File: config.mk
export PLATFORM = sky130hd
export DESIGN_NAME = scancode_set1_to_ascii
export DESIGN_NICKNAME = d
export VERILOG_FILES = /design/src/sv/sc1a_pkg.sv /design/src/sv/sc1a_decode.sv /design/src/sv/scancode_set1_to_ascii.sv
export VERILOG_INCLUDE_DIRS = /design/src /design/src/sv
export SDC_FILE = /design/constraint.sdc
export NUM_CORES = 1
export LEC_CHECK = 0
export ABC_AREA = 1
export BUFFER_PORTS_ARGS = -buffer_cell sky130_fd_sc_hd__buf_2
export CORE_UTILIZATION = 65
export DETAILED_ROUTE_END_ITERATION = 12
export PLACE_DENSITY_LB_ADDON = 0.3
export SLEW_MARGIN = 20
export SYNTH_ARGS = -nofsm -noshare
export SYNTH_HDL_FRONTEND = slang
export SYNTH_SLANG_ARGS = --single-unit
File: constraint.sdc
create_clock -name clk -period 4.1 [get_ports clk]
set_input_delay 0.41 -clock clk [delete_from_list [all_inputs] [get_ports clk]]
set_output_delay 0.41 -clock clk [all_outputs]
set_load 0.02 [all_outputs]
File: src/sv/scancode_set1_to_ascii_defines.svh
// Assertion macros for the scancode set 1 to ASCII translator.
// Used by the RTL modules that carry checks; needs clk and arst_n in scope.
`ifndef SCANCODE_SET1_TO_ASCII_DEFINES_SVH
`define SCANCODE_SET1_TO_ASCII_DEFINES_SVH
`ifndef ASSERT_OFF
`define SC1A_ASSERT(label, prop) \
	label: assert property (@(posedge clk) disable iff (!arst_n) prop) \
		else $error("sc1a assertion failed");
`define SC1A_NEVER(label, expr) \
	label: assert property (@(posedge clk) disable iff (!arst_n) !(expr)) \
		else $error("sc1a forbidden condition seen");
`else
`define SC1A_ASSERT(label, prop)
`define SC1A_NEVER(label, expr)
`endif
`endif

File: src/sv/sc1a_pkg.sv
// Shared constants, result type and character tables for the translator.
// No dependencies.
`default_nettype none
package sc1a_pkg;

	localparam logic [7:0] SC_EXT       = 8'hE0;
	localparam logic [7:0] SC_PAUSE     = 8'hE1;
	localparam logic [7:0] SC_CTRL      = 8'h1D;
	localparam logic [7:0] SC_LSHIFT    = 8'h2A;
	localparam logic [7:0] SC_RSHIFT    = 8'h36;
	localparam logic [7:0] SC_ALT       = 8'h38;
	localparam logic [7:0] SC_ROM_SIZE  = 8'h3A;
	localparam logic [7:0] SC_BREAK_BIT = 8'h80;

	localparam logic [6:0] KEY_ESC   = 7'h1B;
	localparam logic [6:0] KEY_BACK  = 7'h08;
	localparam logic [6:0] KEY_TAB   = 7'h09;
	localparam logic [6:0] KEY_ENTER = 7'h0A;

	typedef struct packed {
		logic       hit;
		logic [6:0] ch;
		logic       ctrl;
		logic       alt;
		logic       shift;
	} sc1a_res_t;

	function automatic logic [6:0] char_rom(input logic [5:0] idx);
		logic [6:0] c;
		unique case (idx)
			6'h01: c = KEY_ESC;
			6'h02: c = 7'h31;
			6'h03: c = 7'h32;
			6'h04: c = 7'h33;
			6'h05: c = 7'h34;
			6'h06: c = 7'h35;
			6'h07: c = 7'h36;
			6'h08: c = 7'h37;
			6'h09: c = 7'h38;
			6'h0A: c = 7'h39;
			6'h0B: c = 7'h30;
			6'h0C: c = 7'h2D;
			6'h0D: c = 7'h3D;
			6'h0E: c = KEY_BACK;
			6'h0F: c = KEY_TAB;
			6'h10: c = 7'h71;
			6'h11: c = 7'h77;
			6'h12: c = 7'h65;
			6'h13: c = 7'h72;
			6'h14: c = 7'h74;
			6'h15: c = 7'h79;
			6'h16: c = 7'h75;
			6'h17: c = 7'h69;
			6'h18: c = 7'h6F;
			6'h19: c = 7'h70;
			6'h1A: c = 7'h5B;
			6'h1B: c = 7'h5D;
			6'h1C: c = KEY_ENTER;
			6'h1E: c = 7'h61;
			6'h1F: c = 7'h73;
			6'h20: c = 7'h64;
			6'h21: c = 7'h66;
			6'h22: c = 7'h67;
			6'h23: c = 7'h68;
			6'h24: c = 7'h6A;
			6'h25: c = 7'h6B;
			6'h26: c = 7'h6C;
			6'h27: c = 7'h3B;
			6'h28: c = 7'h27;
			6'h29: c = 7'h60;
			6'h2B: c = 7'h5C;
			6'h2C: c = 7'h7A;
			6'h2D: c = 7'h78;
			6'h2E: c = 7'h63;
			6'h2F: c = 7'h76;
			6'h30: c = 7'h62;
			6'h31: c = 7'h6E;
			6'h32: c = 7'h6D;
			6'h33: c = 7'h2C;
			6'h34: c = 7'h2E;
			6'h35: c = 7'h2F;
			6'h37: c = 7'h2A;
			6'h39: c = 7'h20;
			default: c = 7'h00;
		endcase
		return c;
	endfunction

	function automatic logic [6:0] digit_shifted(input logic [3:0] d);
		logic [6:0] c;
		unique case (d)
			4'd0: c = 7'h29;
			4'd1: c = 7'h21;
			4'd2: c = 7'h40;
			4'd3: c = 7'h23;
			4'd4: c = 7'h24;
			4'd5: c = 7'h25;
			4'd6: c = 7'h5E;
			4'd7: c = 7'h26;
			4'd8: c = 7'h2A;
			4'd9: c = 7'h28;
			default: c = 7'h00;
		endcase
		return c;
	endfunction

	function automatic logic [6:0] apply_shift(input logic [6:0] c, input logic sh);
		logic [6:0] r;
		r = c;
		if (sh) begin
			priority if (c >= 7'h61 && c <= 7'h7A) r = c - 7'h20;
			else if (c >= 7'h30 && c <= 7'h39) r = digit_shifted(c[3:0]);
			else if (c == 7'h3B) r = 7'h3A;
			else if (c == 7'h27) r = 7'h22;
			else if (c == 7'h2D) r = 7'h5F;
			else if (c == 7'h3D) r = 7'h2B;
			else r = c;
		end
		return r;
	endfunction

endpackage
`default_nettype wire

File: src/sv/sc1a_decode.sv
// Prefix tracking, modifier state and character lookup for one byte.
// Depends on sc1a_pkg and scancode_set1_to_ascii_defines.svh.
`default_nettype none
`include "scancode_set1_to_ascii_defines.svh"
module sc1a_decode
	import sc1a_pkg::*;
(
	input  wire logic       clk,
	input  wire logic       arst_n,
	input  wire logic       step,
	input  wire logic [7:0] scan_byte,
	output sc1a_res_t       res
);

	localparam logic [1:0] PH_IDLE  = 2'd0;
	localparam logic [1:0] PH_WAIT1 = 2'd1;
	localparam logic [1:0] PH_WAIT2 = 2'd2;

	logic       ext_q, ext_n;
	logic [1:0] phase_q, phase_n;
	logic [7:0] first_q, first_n;
	logic       ctrl_q, ctrl_n;
	logic       alt_q, alt_n;
	logic       shift_q, shift_n;

	logic       brk;
	logic [7:0] b_s;
	logic [7:0] lo;
	logic       hi_zero;
	logic       use_code;
	logic       hit;

	always_comb begin
		brk = scan_byte[7] && ((phase_q != PH_IDLE) || (scan_byte != SC_PAUSE)) &&
			(ext_q || (scan_byte != SC_EXT));
		b_s = brk ? (scan_byte & ~SC_BREAK_BIT) : scan_byte;

		ext_n    = ext_q;
		phase_n  = phase_q;
		first_n  = first_q;
		ctrl_n   = ctrl_q;
		alt_n    = alt_q;
		shift_n  = shift_q;
		lo       = b_s;
		hi_zero  = 1'b1;
		use_code = 1'b0;
		hit      = 1'b0;

		priority if (ext_q) begin
			ext_n    = 1'b0;
			use_code = !((b_s == SC_LSHIFT) || (b_s == SC_RSHIFT));
		end else if (phase_q[1]) begin
			phase_n  = PH_IDLE;
			lo       = first_q;
			hi_zero  = (b_s == 8'h00);
			use_code = 1'b1;
		end else if (phase_q == PH_WAIT1) begin
			first_n = b_s;
			phase_n = PH_WAIT2;
		end else if (b_s == SC_EXT) begin
			ext_n = 1'b1;
		end else if (b_s == SC_PAUSE) begin
			phase_n = PH_WAIT1;
		end else begin
			use_code = 1'b1;
		end

		if (use_code && hi_zero) begin
			priority if (lo == SC_CTRL) ctrl_n = !brk;
			else if ((lo == SC_LSHIFT) || (lo == SC_RSHIFT)) shift_n = !brk;
			else if (lo == SC_ALT) alt_n = !brk;
			else hit = !brk && (lo < SC_ROM_SIZE);
		end

		res.hit   = hit;
		res.ch    = apply_shift(char_rom(lo[5:0]), shift_q);
		res.ctrl  = ctrl_q;
		res.alt   = alt_q;
		res.shift = shift_q;
	end

	always_ff @(posedge clk or negedge arst_n) begin
		if (!arst_n) begin
			ext_q   <= 1'b0;
			phase_q <= PH_IDLE;
			first_q <= 8'h00;
			ctrl_q  <= 1'b0;
			alt_q   <= 1'b0;
			shift_q <= 1'b0;
		end else if (step) begin
			ext_q   <= ext_n;
			phase_q <= phase_n;
			first_q <= first_n;
			ctrl_q  <= ctrl_n;
			alt_q   <= alt_n;
			shift_q <= shift_n;
		end
	end

	`SC1A_NEVER(a_prefix_excl, ext_q && (phase_q != PH_IDLE))
	`SC1A_NEVER(a_phase_legal, phase_q == 2'd3)
	`SC1A_ASSERT(a_hit_keeps_mods, step && hit |=> $stable({ctrl_q, alt_q, shift_q}))

endmodule
`default_nettype wire

File: src/sv/scancode_set1_to_ascii.sv
// Top level: input stage register, byte decoder and result register.
// Depends on sc1a_pkg, sc1a_decode and scancode_set1_to_ascii_defines.svh.
//
//   channel | signals                                   | dir
//   --------+-------------------------------------------+-----
//   in      | in_valid, in_ready, scan_byte[7:0]        | in
//   out     | out_valid, out_ready, ascii_char[6:0],    | out
//           | ctrl_held, alt_held, shift_held           |
//
// One byte per cycle sustained; a byte with a result passes the input stage
// and result registers. The input stage register holds one byte and the
// result register one result, so a new byte is taken while a result waits.
// A byte that gives a result holds in the input stage while the result
// register is full and not taken; bytes without a result never stall.
// Reset clears all prefix and modifier state.
`default_nettype none
`include "scancode_set1_to_ascii_defines.svh"
module scancode_set1_to_ascii
	import sc1a_pkg::*;
(
	input  wire logic       clk,
	input  wire logic       arst_n,
	input  wire logic       in_valid,
	output logic            in_ready,
	input  wire logic [7:0] scan_byte,
	output logic            out_valid,
	input  wire logic       out_ready,
	output logic [6:0]      ascii_char,
	output logic            ctrl_held,
	output logic            alt_held,
	output logic            shift_held
);

	logic       valid_s1;
	logic [7:0] byte_s1;
	logic       out_valid_q;
	logic [6:0] ch_q;
	logic       ctrl_q, alt_q, shift_q;
	logic       advance;
	sc1a_res_t  res;

	sc1a_decode u_decode (
		.clk       (clk),
		.arst_n    (arst_n),
		.step      (advance),
		.scan_byte (byte_s1),
		.res       (res)
	);

	assign advance  = valid_s1 && (!res.hit || !out_valid_q || out_ready);
	assign in_ready = !valid_s1 || advance;

	always_ff @(posedge clk or negedge arst_n) begin
		if (!arst_n) begin
			valid_s1 <= 1'b0;
		end else if (in_ready) begin
			valid_s1 <= in_valid;
		end
	end

	always_ff @(posedge clk) begin
		if (in_ready && in_valid) begin
			byte_s1 <= scan_byte;
		end
	end

	always_ff @(posedge clk or negedge arst_n) begin
		if (!arst_n) begin
			out_valid_q <= 1'b0;
		end else if (advance && res.hit) begin
			out_valid_q <= 1'b1;
		end else if (out_ready) begin
			out_valid_q <= 1'b0;
		end
	end

	always_ff @(posedge clk) begin
		if (advance && res.hit) begin
			ch_q    <= res.ch;
			ctrl_q  <= res.ctrl;
			alt_q   <= res.alt;
			shift_q <= res.shift;
		end
	end

	assign out_valid  = out_valid_q;
	assign ascii_char = ch_q;
	assign ctrl_held  = ctrl_q;
	assign alt_held   = alt_q;
	assign shift_held = shift_q;

	`SC1A_NEVER(a_no_overwrite, out_valid_q && !out_ready && res.hit && advance)
	`SC1A_ASSERT(a_ready_when_empty, !valid_s1 |-> in_ready)
	`SC1A_ASSERT(a_held_byte_stable, valid_s1 && !advance |=> valid_s1 && $stable(byte_s1))

endmodule
`default_nettype wire
==> results.json <==
{
  "maxCapViolations": 0,
  "p_per_area_nw_per_um2": 337,
  "clkSinkCount": 34,
  "dr.pass1.iters": 6,
  "ir_drop_v": 0.000320,
  "rsz0062_at_grt": "false",
  "crit_slowest_cell": "dfrtp_1",
  "port_buffers": 23,
  "clk_path_buf_depth": 2,
  "cts_buffers": 5,
  "ys_seq_area_share_pct": 32.5,
  "fin_skew_ns": 0.0138,
  "max_slew_margin_pct": 47.5,
  "ctsResizeCount": 0,
  "drv_slew": 0,
  "layout.nets": 485,
  "globalplace.congestion": 0.977,
  "grt_max_degree": 24,
  "worst_path_most_repeated_cell": "nand2_1",
  "r2r-start": "u_decode.phase_q[1]",
  "cts_tree": "done",
  "fin_crit_ns": 3.47,
  "max_freq_ghz": 0.288,
  "reg2reg_slack_ns": 0.67,
  "fp.dieW_microns": 68.7,
  "grt_pass1_vias": 2718,
  "syn-num-nets": 464,
  "synth_ff_type": "edfxtp_1",
  "criticalPathCategory": "flip-flop to output pin",
  "required_ns": 3.69,
  "synth_edf_count": 18,
  "grt_util_all_layers_pct": 34.6,
  "vias_per_cell": 5.81,
  "setup_tns_ns": 0,
  "antenna_found_initial": 0,
  "clk_latency_ns": 0.29,
  "hp-class": "input pin to async pin",
  "postSynthCellCount": 441,
  "initial_core_util_pct": 69.8,
  "cts_root_buffer": "clkbuf_8",
  "post_cts_buffers": 0,
  "syn2layout_area_growth_pct": 8.30,
  "ys_seq_elements": 34,
  "yosysWarnings": 0,
  "first_iter_violations": 300,
  "total_power_uw": 1050,
  "min_period_over_period_pct": 84.6,
  "clk_pin_slew_ns": 0.08,
  "yosys.area.top_type": "nand2_1",
  "drive_above_1_share_pct": 14.0,
  "synth_most_common_cell": "nand2_1",
  "syn_avg_cell_area_sq_um": 6.56,
  "antenna_left": 0,
  "worstPathArrival_ns": 3.06,
  "fin_util_pct": 75.6,
  "ios": 24,
  "fp.coreArea_sq_um": 4140,
  "yosysTopAreaCellShare_pct": 21.9,
  "worstPathMaxFanout": 14,
  "max_stage_delay_ns": 0.56,
  "detail_route.wl_per_cell_microns": 14.4,
  "ff2ff_path_depth": 19,
  "die_area_sq_um": 4720,
  "synthArstFlopShare_pct": 47.1,
  "grt_pass1_wl_mm": 12.1,
  "fp-row-count": 23,
  "hpwl_mm": 5.40,
  "worstPathCellList": "nand2_2 -> nand2_1 -> nand2_1 -> ha_1 -> nand2_1 -> nor3_1 -> o21ai_0 -> nand2_1 -> nor2_1 -> nand2_1 -> inv_1 -> nand3_1 -> buf_2",
  "routed_wl_mm": 7.38,
  "outcome": "completed",
  "gr-total-overflow": 0,
  "synth_common_cells": "nand2_1 (169), nand3_1 (53), inv_1 (49)",
  "critPathCaptureType": "output pin",
  "synth_cell_types": 34,
  "drc": 0,
  "final-setup-viol-count": 0,
  "route.vias.total": 2981,
  "hold_buffers": 0,
  "hold_viol_final": 0,
  "synth_area_leaders": "nand2_1 (22%), edfxtp_1 (19%), dfrtp_1 (14%)",
  "htree_levels": 2,
  "cp-start-kind": "flip-flop",
  "syn_area_sq_um": 2890,
  "reg2reg_to": "ascii_char[4]",
  "total_leakage_power_uw": 0.00166,
  "final.fill_count": 323,
  "die_h_microns": 68.7,
  "worstMarginPinSlew_ns": 0.785,
  "diodes": 0
}
-- registers in the layout, summed over array words and instances (netlist names) --
signal and count:
out_valid 1, ascii_char 7, ctrl_held 1, shift_held 1, alt_held 1, u_decode.ctrl_q 1, u_decode.alt_q 1, u_decode.shift_q 1
u_decode.phase_q 2, valid_s1 1, u_decode.first_q 8, u_decode.ext_q 1, byte_s1 8
-- critical path, delay by kind of cell (launching register included) --
kind | cells | cell delay, ns
fa+ha+maj | 1 | 0.33
compound gates | 1 | 0.29
simple gates | 9 | 1.33
flops | 1 | 0.56
buf+inv | 2 | 0.28
-- report_power, final --
group / switching, uW / internal [uW]
clock network: 128 / 219
logic: 202 / 86.2
registers: 23.2 / 396
total: 353 / 701
-- worst max path at each step --
stage                              startpoint             to  slack (ns)  cells after the start
after global routing      u_decode.phase_q[1]  ascii_char[4]        0.30                     19
final                     u_decode.phase_q[1]       in_ready        0.63                     13
after global placement    u_decode.phase_q[1]  ascii_char[4]        0.79                     19
after CTS                 u_decode.phase_q[1]       in_ready        0.70                     13
after floorplan                u_decode.ext_q  ascii_char[1]        1.34                     21
after detailed placement  u_decode.phase_q[1]  ascii_char[4]        0.70                     19
-- metrics by stage --
step                cell area (sq um)  hold slack [ns]  worst slack (ns)  instances
floorplan                        2890            0.114              1.34        441
global placement                 3000            0.345             0.788        505
detailed placement               3000            0.347             0.704        505
CTS                              3130           0.0407             0.700        513
global route                     3130           0.0585             0.300        513
finish                           3130           0.0232             0.631        513
-- kinds of logic (layout without fill, tap and decap cells) --
group | count (synthesis) | count (layout) | synth area share (%)
AOI/OAI and AO/OA | 38 | 38 | 7.57
and+or+nand+nor | 294 | 294 | 45.5
adders and majority gates | 11 | 11 | 4.76
buffers and inverters | 64 | 86 | 9.69
DFF | 34 | 34 | 32.5
-- cell usage in the layout (no fill, tap or decap), drive strengths merged --
master,Yosys,final
or2,1,1
a21boi,1,1
nor2,44,44
nand2,177,177
dfrtp,16,16
ha,11,11
o21ai,27,27
inv,54,54
nor3,3,3
nand4,8,8
bufinv,0,1
o221ai,1,1
edfxtp,18,18
a211oi,1,1
a31oi,1,1
a21oi,4,4
buf,9,24
nand3b,2,2
o21a,1,1
nand3,57,57
clkinv,0,1
nor4,2,2
o211ai,2,2
clkbuf,1,6
-- layout make-up --
type | instances | area, sq um | area share [%]
multi-input combinational | 343 | 1670 | 53.4
clock inverter | 2 | 38.8 | 1.24
inverter | 54 | 203 | 6.47
tap | 50 | 62.6 | 2.00
sequential | 34 | 941 | 30.0
clock buffer | 6 | 93.8 | 3.00
timing repair buffer | 24 | 123 | 3.91
-- per-layer routing --
metal | up-vias | global-route usage (%) | part of all wire [%]
li1 | 1455 | - | -
met1 | 1337 | 44.7 | 41
met3 | 22 | 5.59 | 8.5
met4 | 0 | 9.44 | 1.8
met2 | 167 | 59.7 | 49
met5 | - | 0 | 0
Note: power is estimated with default switching activity, not from simulation.
